`src/rtl/core/sfr_pkg.sv`:
```
// Shared types, constants and the CRC16 byte update for the sync frame receiver.
// No dependencies.
package sfr_pkg;

	localparam int unsigned MAX_PAYLOAD_DEF = 4096;

	localparam logic [7:0] SYNC_BYTE_1 = 8'hA5;
	localparam logic [7:0] SYNC_BYTE_2 = 8'h5A;
	localparam logic [15:0] CRC_INIT = 16'hFFFF;
	localparam logic [12:0] LEN_SAT = 13'h1FFF;

	localparam logic [2:0] EV_NONE = 3'd0;
	localparam logic [2:0] EV_BYTE = 3'd1;
	localparam logic [2:0] EV_ACCEPT = 3'd2;
	localparam logic [2:0] EV_OTHER = 3'd3;
	localparam logic [2:0] EV_CRCERR = 3'd4;
	localparam logic [2:0] EV_TOOLONG = 3'd5;

	localparam logic CFG_EXPECTED_CMD = 1'b0;
	localparam logic CFG_ACK_LENGTH = 1'b1;

	typedef struct packed {
		logic [2:0] event_res;
		logic [7:0] data_byte;
		logic [11:0] byte_index;
		logic [7:0] frame_cmd;
		logic [12:0] frame_length;
	} result_t;

	// reflected CCITT, one byte
	function automatic logic [15:0] crc_add(input logic [15:0] crc, input logic [7:0] b);
		logic [7:0] d;
		logic [15:0] r;
		d = b ^ crc[7:0];
		d = d ^ {d[3:0], 4'b0000};
		r = {d, crc[15:8]} ^ {12'h000, d[7:4]} ^ {5'b00000, d, 3'b000};
		return r;
	endfunction

endpackage

```
`src/rtl/core/sync_frame_receiver_crc16_core.sv`:
```
// Sync-word frame receiver with running CRC16 and payload/end event reporting.
// Depends on sfr_pkg.
//
//  channel | signals                                        | direction
//  cfg     | cfg_wr_en, cfg_index, cfg_wdata                | in
//  in      | in_valid, in_stall, rx_byte                    | in (stall out)
//  out     | out_valid, out_stall, event_res, data_byte,    | out (stall in)
//          | byte_index, frame_cmd, frame_length            |
//
// One byte per cycle while in_stall is low; each transfer in yields one registered result.
// The frame state updates at the input transfer; results go to an output
// register backed by a one-entry skid register, so in_stall rises only when
// both are full. Reset returns to the hunt for the first sync byte with
// expected_cmd 0 and ack_length 4096.
module sync_frame_receiver_crc16_core #(
	parameter int unsigned MAX_PAYLOAD = sfr_pkg::MAX_PAYLOAD_DEF
) (
	input  logic        clk,
	input  logic        arst_n,
	input  logic        cfg_wr_en,
	input  logic        cfg_index,
	input  logic [12:0] cfg_wdata,
	input  logic        in_valid,
	output logic        in_stall,
	input  logic [7:0]  rx_byte,
	output logic        out_valid,
	input  logic        out_stall,
	output logic [2:0]  event_res,
	output logic [7:0]  data_byte,
	output logic [11:0] byte_index,
	output logic [7:0]  frame_cmd,
	output logic [12:0] frame_length
);

	localparam int unsigned CW = $clog2(MAX_PAYLOAD + 1);
	localparam logic [16:0] MAX_LEN = 17'(MAX_PAYLOAD);

	localparam logic [2:0] PH_SYNC1 = 3'd0;
	localparam logic [2:0] PH_SYNC2 = 3'd1;
	localparam logic [2:0] PH_CMD = 3'd2;
	localparam logic [2:0] PH_LENHI = 3'd3;
	localparam logic [2:0] PH_LENLO = 3'd4;
	localparam logic [2:0] PH_DATA = 3'd5;
	localparam logic [2:0] PH_CRCHI = 3'd6;
	localparam logic [2:0] PH_CRCLO = 3'd7;

	logic [7:0] expected_cmd_q;
	logic [12:0] ack_length_q;
	logic [2:0] phase_q, phase_d;
	logic [7:0] cmd_q, cmd_d;
	logic [15:0] len_q, len_d;
	logic [CW-1:0] cnt_q, cnt_d;
	logic [7:0] crc_hi_q, crc_hi_d;
	logic [15:0] crc_q, crc_d;

	logic [16:0] cnt_ext, cnt_inc_ext;
	logic [2:0] ev;
	logic [7:0] ev_data;
	logic [11:0] ev_idx;
	sfr_pkg::result_t res;

	sfr_pkg::result_t out_q, skid_q;
	logic out_valid_q, skid_valid_q;
	logic in_take, out_take;

	assign cnt_ext = 17'(cnt_q);
	assign cnt_inc_ext = cnt_ext + 17'd1;

	always_comb begin
		phase_d = phase_q;
		cmd_d = cmd_q;
		len_d = len_q;
		cnt_d = cnt_q;
		crc_hi_d = crc_hi_q;
		crc_d = crc_q;
		ev = sfr_pkg::EV_NONE;
		ev_data = 8'h00;
		ev_idx = 12'h000;
		case (phase_q)
			PH_SYNC1: begin
				phase_d = (rx_byte == sfr_pkg::SYNC_BYTE_1) ? PH_SYNC2 : PH_SYNC1;
			end
			PH_SYNC2: begin
				phase_d = (rx_byte == sfr_pkg::SYNC_BYTE_2) ? PH_CMD : PH_SYNC1;
			end
			PH_CMD: begin
				cmd_d = rx_byte;
				phase_d = PH_LENHI;
			end
			PH_LENHI: begin
				len_d = {8'h00, rx_byte};
				phase_d = PH_LENLO;
			end
			PH_LENLO: begin
				len_d = {len_q[7:0], rx_byte};
				cnt_d = '0;
				crc_d = sfr_pkg::CRC_INIT;
				if ({1'b0, len_d} > MAX_LEN) begin
					ev = sfr_pkg::EV_TOOLONG;
					phase_d = PH_SYNC1;
				end else if (len_d == 16'h0000) begin
					phase_d = PH_CRCHI;
				end else begin
					phase_d = PH_DATA;
				end
			end
			PH_DATA: begin
				crc_d = sfr_pkg::crc_add(crc_q, rx_byte);
				if (cnt_ext < {4'h0, ack_length_q}) begin
					ev = sfr_pkg::EV_BYTE;
					ev_data = rx_byte;
					ev_idx = cnt_ext[11:0];
				end
				cnt_d = cnt_inc_ext[CW-1:0];
				if (cnt_inc_ext >= {1'b0, len_q})
					phase_d = PH_CRCHI;
			end
			PH_CRCHI: begin
				crc_hi_d = rx_byte;
				phase_d = PH_CRCLO;
			end
			PH_CRCLO: begin
				if ({crc_hi_q, rx_byte} != crc_q)
					ev = sfr_pkg::EV_CRCERR;
				else if (cmd_q == expected_cmd_q)
					ev = sfr_pkg::EV_ACCEPT;
				else
					ev = sfr_pkg::EV_OTHER;
				phase_d = PH_SYNC1;
			end
			default: begin
				phase_d = PH_SYNC1;
			end
		endcase

		res.event_res = ev;
		res.data_byte = ev_data;
		res.byte_index = ev_idx;
		if (ev == sfr_pkg::EV_NONE) begin
			res.frame_cmd = 8'h00;
			res.frame_length = 13'h0000;
		end else begin
			res.frame_cmd = cmd_d;
			res.frame_length = (len_d > 16'(sfr_pkg::LEN_SAT)) ? sfr_pkg::LEN_SAT : len_d[12:0];
		end
	end

	assign in_stall = skid_valid_q;
	assign in_take = in_valid && !skid_valid_q;
	assign out_take = out_valid_q && !out_stall;

	always_ff @(posedge clk or negedge arst_n) begin
		if (!arst_n) begin
			expected_cmd_q <= 8'h00;
			ack_length_q <= 13'd4096;
		end else if (cfg_wr_en) begin
			case (cfg_index)
				sfr_pkg::CFG_EXPECTED_CMD: expected_cmd_q <= cfg_wdata[7:0];
				sfr_pkg::CFG_ACK_LENGTH: ack_length_q <= cfg_wdata;
				default: ;
			endcase
		end
	end

	always_ff @(posedge clk or negedge arst_n) begin
		if (!arst_n) begin
			phase_q <= PH_SYNC1;
			cmd_q <= 8'h00;
			len_q <= 16'h0000;
			cnt_q <= '0;
			crc_hi_q <= 8'h00;
			crc_q <= sfr_pkg::CRC_INIT;
		end else if (in_take) begin
			phase_q <= phase_d;
			cmd_q <= cmd_d;
			len_q <= len_d;
			cnt_q <= cnt_d;
			crc_hi_q <= crc_hi_d;
			crc_q <= crc_d;
		end
	end

	always_ff @(posedge clk or negedge arst_n) begin
		if (!arst_n) begin
			out_valid_q <= 1'b0;
			skid_valid_q <= 1'b0;
		end else begin
			if (skid_valid_q) begin
				if (out_take || !out_valid_q) begin
					out_valid_q <= 1'b1;
					skid_valid_q <= 1'b0;
				end
			end else if (in_take) begin
				if (out_take || !out_valid_q)
					out_valid_q <= 1'b1;
				else
					skid_valid_q <= 1'b1;
			end else if (out_take) begin
				out_valid_q <= 1'b0;
			end
		end
	end

	always_ff @(posedge clk) begin
		if (skid_valid_q) begin
			if (out_take || !out_valid_q)
				out_q <= skid_q;
		end else if (in_take) begin
			if (out_take || !out_valid_q)
				out_q <= res;
			else
				skid_q <= res;
		end
	end

	assign out_valid = out_valid_q;
	assign event_res = out_q.event_res;
	assign data_byte = out_q.data_byte;
	assign byte_index = out_q.byte_index;
	assign frame_cmd = out_q.frame_cmd;
	assign frame_length = out_q.frame_length;

endmodule
```
`config.mk`:
```
export PLATFORM = sky130hd
export DESIGN_NAME = sync_frame_receiver_crc16_core
export DESIGN_NICKNAME = d
export VERILOG_FILES = /design/src/rtl/core/sfr_pkg.sv /design/src/rtl/core/sync_frame_receiver_crc16_core.sv
export SDC_FILE = /design/constraint.sdc
export NUM_CORES = 1
export LEC_CHECK = 0
export BUFFER_PORTS_ARGS = -buffer_cell sky130_fd_sc_hd__buf_2
export CAP_MARGIN = 5
export CORE_MARGIN = 2
export CORE_UTILIZATION = 40
export DETAILED_ROUTE_END_ITERATION = 10
export GPL_ROUTABILITY_DRIVEN = 0
export SLEW_MARGIN = 0
export SYNTH_ARGS = -nofsm -noshare
export SYNTH_HDL_FRONTEND = slang
export SYNTH_SLANG_ARGS = --single-unit
```
`constraint.sdc`:
```
create_clock -name clk -period 4.5 [get_ports clk]
set_clock_uncertainty 0.05 [all_clocks]
set_input_delay 0.225 -clock clk [delete_from_list [all_inputs] [get_ports clk]]
set_output_delay 0.225 -clock clk [all_outputs]
set_load 0.01 [all_outputs]
```
==> out/results.txt, run 1 <==
fraction of registers with async set/reset -> 0.497
PD cells -> 534 mW/mm2
DRT iter0 DRCs -> 386
Final Hold Vio Count -> 0
Flop pwr share -> 0.421
total of warnings raised by yosys -> 0
Via density -> 5.25
Multi-input gate area -> 0.00331 mm2
# nets final -> 873
Cell Int Power -> 3.49 mW
setup bufs post-CTS -> 0
Crit path arrival time -> 3.43 ns
Worst IR Drop VDD -> 0.289 mV
most frequent cells after synthesis -> edfxtp_1, nand2_1, dfrtp_1
CTS tree -> built
worst r2r src -> cnt_q[0]$_DFFE_PN0P_
total congestion overflow -> 0
drt wl/cell -> 17.8 um
first-pass GRT wire length -> 31,400 um
Crit. End Element -> flop
WHS Endpoint -> ack_length_q[6]$_DFFE_PN0P_
chip height -> 150 um
crit path launch type -> flop
Final ANT Viol Nets -> 0
post-synthesis adder-cell area fraction -> 0.0397
post-synthesis sequential area ratio -> 0.568
CTS root buf -> clkbuf_16
Slew @ Worst Pin -> 1.09 ns
layout cells sized above 1 -> 0.213
Max-Cap Viols -> 0
Die Width -> 150 um
RSZ-0062 raised after global routing -> false
standard-cell row count -> 53
Initial DRT Pass Iterations -> 5
mux contribution to synthesized area -> 0.0583
P&R area growth vs syn -> 15.6%
fmax -> 0.315 GHz
cell with the most instances after synthesis -> edfxtp_1
CP bufs+invs -> 0
CTS H-tree lvls -> 4
Cell Chain, Critical Path -> ha_1 -> nand3_1 -> or4b_1 -> nor3_1 -> xor2_1 -> ha_1 -> nand3_1 -> o221ai_1 -> a21oi_1 -> o221a_2 -> o32a_1
Pleak -> 4.04 nW
combinational family with the most area after synthesis -> compound AO/OA/AOI/OAI gates
Final setup viols -> 0
post-route clock period utilization -> 0.705
DIE AREA -> 0.0225 mm2
Vias -> 5,807
total wire length -> 19,700 um
Clk pwr share -> 0.295
largest net degree at the start of global routing -> 78
core area -> 0.0210 mm2
r2r worst-path depth -> 11
CTS Buffer Depth -> 2
Critical Setup Path Class -> flop to flop
xor-xnor portion of the synthesized cell area -> 0.0535
run status -> finished clean
Hold Path Cell Cnt -> 2
setup_tns -> 0 ns
Synth Area in Simple Gates -> 0.112
Avg Cell Area, Syn -> 11.4 um2
Crit Path Max Fanout -> 5
number of flops mapped to enable cells by yosys -> 88
Hold Path Class -> input pin to flop
vias in the first global route -> 5,668
Post-synth top flop -> edfxtp_1
Worst EP required -> 4.76 ns
crit path max-delay cell type -> or4b_1
Worst-path clk slew -> 0.07 ns
Reg area -> 0.00484 mm2
minimum hold slack -> 0.0290 ns
ANT cells -> 0
Starting Density -> 0.406
fillcell total -> 1,952
Synth area leaders -> edfxtp_1, dfrtp_1, dfstp_2, mux2_2, xnor2_1
count of input and output buffers -> 72
sw power -> 1.77 mW
post-synthesis cell area -> 0.00852 mm2
Pins Over Slew Limit -> 0
detailed placer's ending HPWL -> 13,900 um
Switching Share -> 0.337
Yosys top cell area share -> 0.310
Top delay family on crit path -> simple AND/OR/NAND/NOR gates
Syn Nets -> 802
crit path time final -> 3.17 ns
setup slack, reg-to-reg -> 1.33 ns
clock buffer count from CTS -> 17
CP peak stage delay -> 0.57 ns
Worst-Skew Late Latency -> 0.43 ns
initial antenna violation count -> 0
Compound-Gate Fraction of Synth Area -> 0.123
Mapped Cells -> 748
worst hold start -> cfg_wdata[6]
reg-to-reg endpoint -> phase_q[0]$_DFFE_PN0P_
Synth Register Bits -> 175
drt drc -> 0
cell taking the most area after synthesis -> edfxtp_1
# IOs -> 73
Gate power share -> 0.285
Tot GR Track Use -> 0.183
Relative slew margins -> 0.273
Clock Sinks -> 175
total power -> 5.26 mW
Yosys cell types -> 56
## stage by stage
stage | util | instances | instance area, um2 | setup slack, ns
4_1_cts | 0.470 | 1107 | 9850 | 1.34
5_1_grt | 0.470 | 1107 | 9850 | 1.07
6_report | 0.470 | 1107 | 9850 | 1.33
2_1_floorplan | - | 748 | 8520 | 0.847
3_3_place_gp | 0.435 | 1063 | 9110 | 1.43
3_5_place_dp | 0.435 | 1063 | 9110 | 1.35
## how the worst max path moves through the flow
stage | endpoint | depth (start not counted) | slack [ns] | startpoint
after global placement | phase_q[0]$_DFFE_PN0P_ | 11 | 1.43 | cnt_q[0]$_DFFE_PN0P_
after global routing | phase_q[0]$_DFFE_PN0P_ | 11 | 1.07 | cnt_q[0]$_DFFE_PN0P_
after CTS | phase_q[0]$_DFFE_PN0P_ | 11 | 1.34 | cnt_q[0]$_DFFE_PN0P_
after detailed placement | phase_q[0]$_DFFE_PN0P_ | 11 | 1.35 | cnt_q[0]$_DFFE_PN0P_
final | phase_q[0]$_DFFE_PN0P_ | 11 | 1.33 | cnt_q[0]$_DFFE_PN0P_
after floorplan | byte_index[0]$_DFFE_PP_ | 4 | 0.85 | in_stall$_DFF_PN0_
## routing by layer
layer,part of all wire,vias up,wire length [um],GRT usage
met1,0.46,2816,9000,0.245
li1,-,2818,-,-
met5,0,-,0,0
met2,0.48,150,9420,0.298
met4,0.018,0,354,0.0604
met3,0.049,23,963,0.0384
## worst register-to-register path: stages, from the launching register on
cell      delay [ns]
dfrtp_1         0.41
ha_1            0.25
nand3_1         0.12
or4b_1          0.57
nor3_1          0.30
xor2_1          0.11
ha_1            0.30
nand3_1         0.10
o221ai_1        0.15
a21oi_1         0.09
o221a_2         0.26
o32a_1          0.35
## cells by family after synthesis
| group | after synthesis |
|---|---|
| compound gates | 151 |
| mux | 45 |
| flops | 175 |
| buf+inv | 93 |
| fa+ha+maj | 27 |
| xor+xnor | 52 |
| simple gates | 205 |
## state kept, by name, indices dropped and copies added, names as in the netlist
register / flops
skid_q: 44
crc_q: 16
len_q: 16
ack_length_q: 13
cnt_q: 13
frame_length: 13
byte_index: 12
cmd_q: 8
crc_hi_q: 8
data_byte: 8
expected_cmd_q: 8
frame_cmd: 8
event_res: 3
phase_q: 3
in_stall: 1
out_valid: 1
## cells in the final DEF (no fill, tap or decap), types with 11 or more instances in the layout
master,n
a22o_1,17
mux2_2,37
dfrtp_1,69
a21oi_1,28
o31ai_1,29
clkbuf_16,17
dlygate4sd3_1,12
xnor2_1,42
nand3_1,14
edfxtp_1,88
buf_2,71
a21o_1,11
dfstp_2,17
nor3_1,12
o21ai_0,36
inv_1,52
nand2_1,77
ha_1,27
nor2_1,54
## power groups by stage
| stage | sequential [mW] | combinational [mW] | clock (mW) |
|---|---|---|---|
| floorplan | 2.18 | 1.15 | 0 |
| finish | 2.21 | 1.50 | 1.55 |
| CTS | 2.21 | 1.50 | 1.58 |
| detailed placement | 2.24 | 1.48 | 0 |
| global placement | 2.23 | 1.47 | 0 |
| global route | 2.24 | 1.67 | 1.64 |
## cell type report
type / instances / area share
Multi-Input combinational cell: 480 / 0.336
Clock inverter: 14 / 0.0188
Clock buffer: 18 / 0.0436
Tap cell: 275 / 0.0349
Sequential cell: 175 / 0.492
Timing Repair Buffer: 92 / 0.0551
Inverter: 53 / 0.0202
## repair_timing
item / in CTS / in global routing
endpoints found under the hold margin: 48 / 0
hold buffers: 12 / 0
gates resized for setup: 0 / 0
Power figures use the tool's default switching activity.
==> run 2, diff against run 1 <==
==> constraint.sdc (replaced) <==
create_clock -name clk -period 2.7 [get_ports clk]
set_clock_uncertainty 0.05 [all_clocks]
set_input_delay 0.135 -clock clk [delete_from_list [all_inputs] [get_ports clk]]
set_output_delay 0.135 -clock clk [all_outputs]
set_load 0.01 [all_outputs]
==> out/results.txt, run 2 (same netlist as run 1, synthesis figures left out) <==
Crit. End Element -> flop
worst setup path endpoint -> phase_q[0]$_DFFE_PN0P_
setup_tns -> -0.00404 ns (-0.00404 ns)
CTS root buf -> clkbuf_16
# IOs -> 73 (unchanged)
Final ANT Viol Nets -> 0 (unchanged)
DRT iter0 DRCs -> 410 (+6.2%)
layout cells sized above 1 -> 0.274 (+0.0609)
Pleak -> 4.38 nW (+8.3%)
worst r2r src -> cnt_q[1]$_DFFE_PN0P_
Clock Sinks -> 175 (unchanged)
sw power -> 3.08 mW (+74%)
drt drc -> 0 (unchanged)
setup slack, reg-to-reg -> -0.004 ns (-1.33 ns)
CP peak stage delay -> 0.51 ns (-0.06 ns)
Relative slew margins -> 0.528 (+0.255)
Final setup viols -> 1 (+1)
total congestion overflow -> 0 (unchanged)
Flop pwr share -> 0.393 (-0.028)
Gate power share -> 0.320 (+0.035)
# nets final -> 929 (+6.4%)
RSZ-0062 raised after global routing -> true
Pins Over Slew Limit -> 0 (unchanged)
Worst-Skew Late Latency -> 0.43 ns (about the same)
max reg flops -> 44 (unchanged)
Worst IR Drop VDD -> 0.547 mV (+89%)
Cell Chain, Critical Path -> ha_2 -> nand3_2 -> or4b_4 -> nor3_4 -> xor2_1 -> ha_1 -> inv_1 -> o221ai_2 -> a21oi_2 -> o221a_2 -> o32a_1
count of input and output buffers -> 72 (unchanged)
CTS Buffer Depth -> 2 (unchanged)
Tot GR Track Use -> 0.188 (+0.00419)
standard-cell row count -> 53 (unchanged)
Switching Share -> 0.336 (-0.00105)
largest net degree at the start of global routing -> 74 (-5.1%)
CTS H-tree lvls -> 4 (unchanged)
crit path launch type -> flop
post-route clock period utilization -> 1.00 (+0.297)
failing checks -> negative setup slack
Reg with most FFs -> skid_q
Worst-path clk slew -> 0.07 ns (about the same)
Critical Setup Path Class -> flop to flop
Crit path arrival time -> 2.97 ns (-0.46 ns)
Via density -> 5.19 (-1.1%)
crit path time final -> 2.70 ns (-0.466 ns)
Reg area -> 0.00484 mm2 (unchanged)
crit path max-delay cell type -> or4b_4
drt wl/cell -> 17.3 um (-3.2%)
initial antenna violation count -> 0 (unchanged)
most common cell after layout, fill and taps aside -> edfxtp_1
placed inst area -> 0.00955 mm2 (+4.8%)
Cell Int Power -> 6.09 mW (+75%)
CP bufs+invs -> 1 (+1)
core area -> 0.0210 mm2 (unchanged)
P&R area growth vs syn -> 22.7%
clock buffer count from CTS -> 17 (unchanged)
Final Hold Vio Count -> 0 (unchanged)
Worst EP required -> 2.96 ns (-1.80 ns)
run status -> complete, but fails checks
Die Width -> 150 um (unchanged)
reg-to-reg endpoint -> phase_q[0]$_DFFE_PN0P_
Starting Density -> 0.406 (unchanged)
ANT cells -> 0 (unchanged)
vias in the first global route -> 5,857 (+3.3%)
r2r worst-path depth -> 11 (unchanged)
total wire length -> 20,100 um (+1.7%)
fillcell total -> 1,892 (-3.1%)
Initial DRT Pass Iterations -> 5 (unchanged)
Final Util -> 0.499 (+0.0288)
Vias -> 6,036 (+3.9%)
detailed placer's ending HPWL -> 14,400 um (+3.4%)
Final WS setup -> -0.00404 ns (-1.33 ns)
chip height -> 150 um (unchanged)
CTS tree -> built
most frequent cells in the layout -> edfxtp_1, nand2_1, buf_2, dfrtp_1, buf_4
Clk pwr share -> 0.287 (-0.008)
post-layout instance area -> 0.0105 mm2 (+6.1%)
Max-Cap Viols -> 0 (unchanged)
Hold Path Class -> input pin to flop
Crit Path Max Fanout -> 2 (-3)
Slew @ Worst Pin -> 0.706 ns (-0.381 ns)
CP startpoint -> cnt_q[1]$_DFFE_PN0P_
DIE AREA -> 0.0225 mm2 (unchanged)
first-pass GRT wire length -> 32,000 um (+1.9%)
PD cells -> 877 mW/mm2 (+64%)
largest registers -> skid_q x44, crc_q x16, len_q x16
fmax -> 0.370 GHz (+17%)
Stages on worst setup path -> 11 (unchanged)
Multi-input gate area -> 0.00338 mm2 (+2.2%)
Top delay family on crit path -> compound AO/OA/AOI/OAI gates
-- run 2: cell count changes in the layout (fill, tap and decap cells not counted), moves of 2 or more --
| cell | before | now |
|---|---|---|
| nand3_1 | 14 | 12 |
| dlygate4sd3_1 | 12 | 16 |
| a2111oi_0 | 2 | 0 |
| nand3_2 | 0 | 2 |
| buf_4 | 9 | 55 |
| nor3_1 | 12 | 9 |
| clkinv_2 | 3 | 0 |
| clkinvlp_4 | 0 | 2 |
| nor3_2 | 0 | 2 |
| buf_12 | 0 | 5 |
-- run 2: area by class of cell --
type                            count  area share
Clock inverter                     14      0.0195
Timing Repair Buffer              148       0.101
Inverter                           53      0.0190
Clock buffer                       18      0.0411
Multi-Input combinational cell    480       0.323
Tap cell                          275      0.0329
Sequential cell                   175       0.463
-- run 2: worst min path at each step --
stage,end,depth (start not counted),from,slack [ns]
final,in_stall$_DFF_PN0_,3,out_stall,0.03
after global routing,crc_hi_q[6]$_DFFE_PN0P_,2,rx_byte[6],0.03
after CTS,crc_hi_q[6]$_DFFE_PN0P_,2,rx_byte[6],0.01
after detailed placement,crc_hi_q[5]$_DFFE_PN0P_,1,arst_n,0.10
after global placement,crc_hi_q[5]$_DFFE_PN0P_,1,arst_n,0.10
after floorplan,ack_length_q[0]$_DFFE_PN0P_,0,arst_n,-0.21
-- run 2: what timing repair did --
item,CTS,global route
endpoints found under the setup margin,2,81
cloned,0,1
pin swaps,11,12
setup buffers,2,2
hold buffers,16,0
gates resized for setup,2,11
hold endpoints to repair,61,0
-- run 2: power by group through the flow --
stage	combinational [mW]	clock [mW]	sequential [mW]
final	2.93	2.63	3.60
after global placement	2.81	0	3.65
after CTS	2.88	2.67	3.60
after detailed placement	2.84	0	3.65
after global routing	3.26	2.77	3.66
after floorplan	1.91	0	3.63
-- run 2: worst min-delay path: stages --
cell	delay [ns]
buf_2	0.12
nand2_1	0.14
nor2_1	0.07
-- run 2: per-layer routing --
layer  vias to the layer above  part of all wire  GRT usage
met2                       147              0.47      0.292
met1                      2930              0.47      0.265
met5                         -                 0          0
li1                       2928                 -          -
met4                         0             0.021     0.0642
met3                        31             0.044     0.0323
-- run 2: metrics by stage --
stage               setup slack, ns  power [mW]  hold WS, ns  instances
finish                     -0.00404        9.17       0.0303       1163
detailed placement           -0.167        6.49        0.102       1110
global placement             -0.102        6.45        0.103       1110
floorplan                   -0.0750        5.54       -0.211        748
global route                 -0.145        9.70       0.0301       1163
CTS                          -0.143        9.16       0.0131       1160
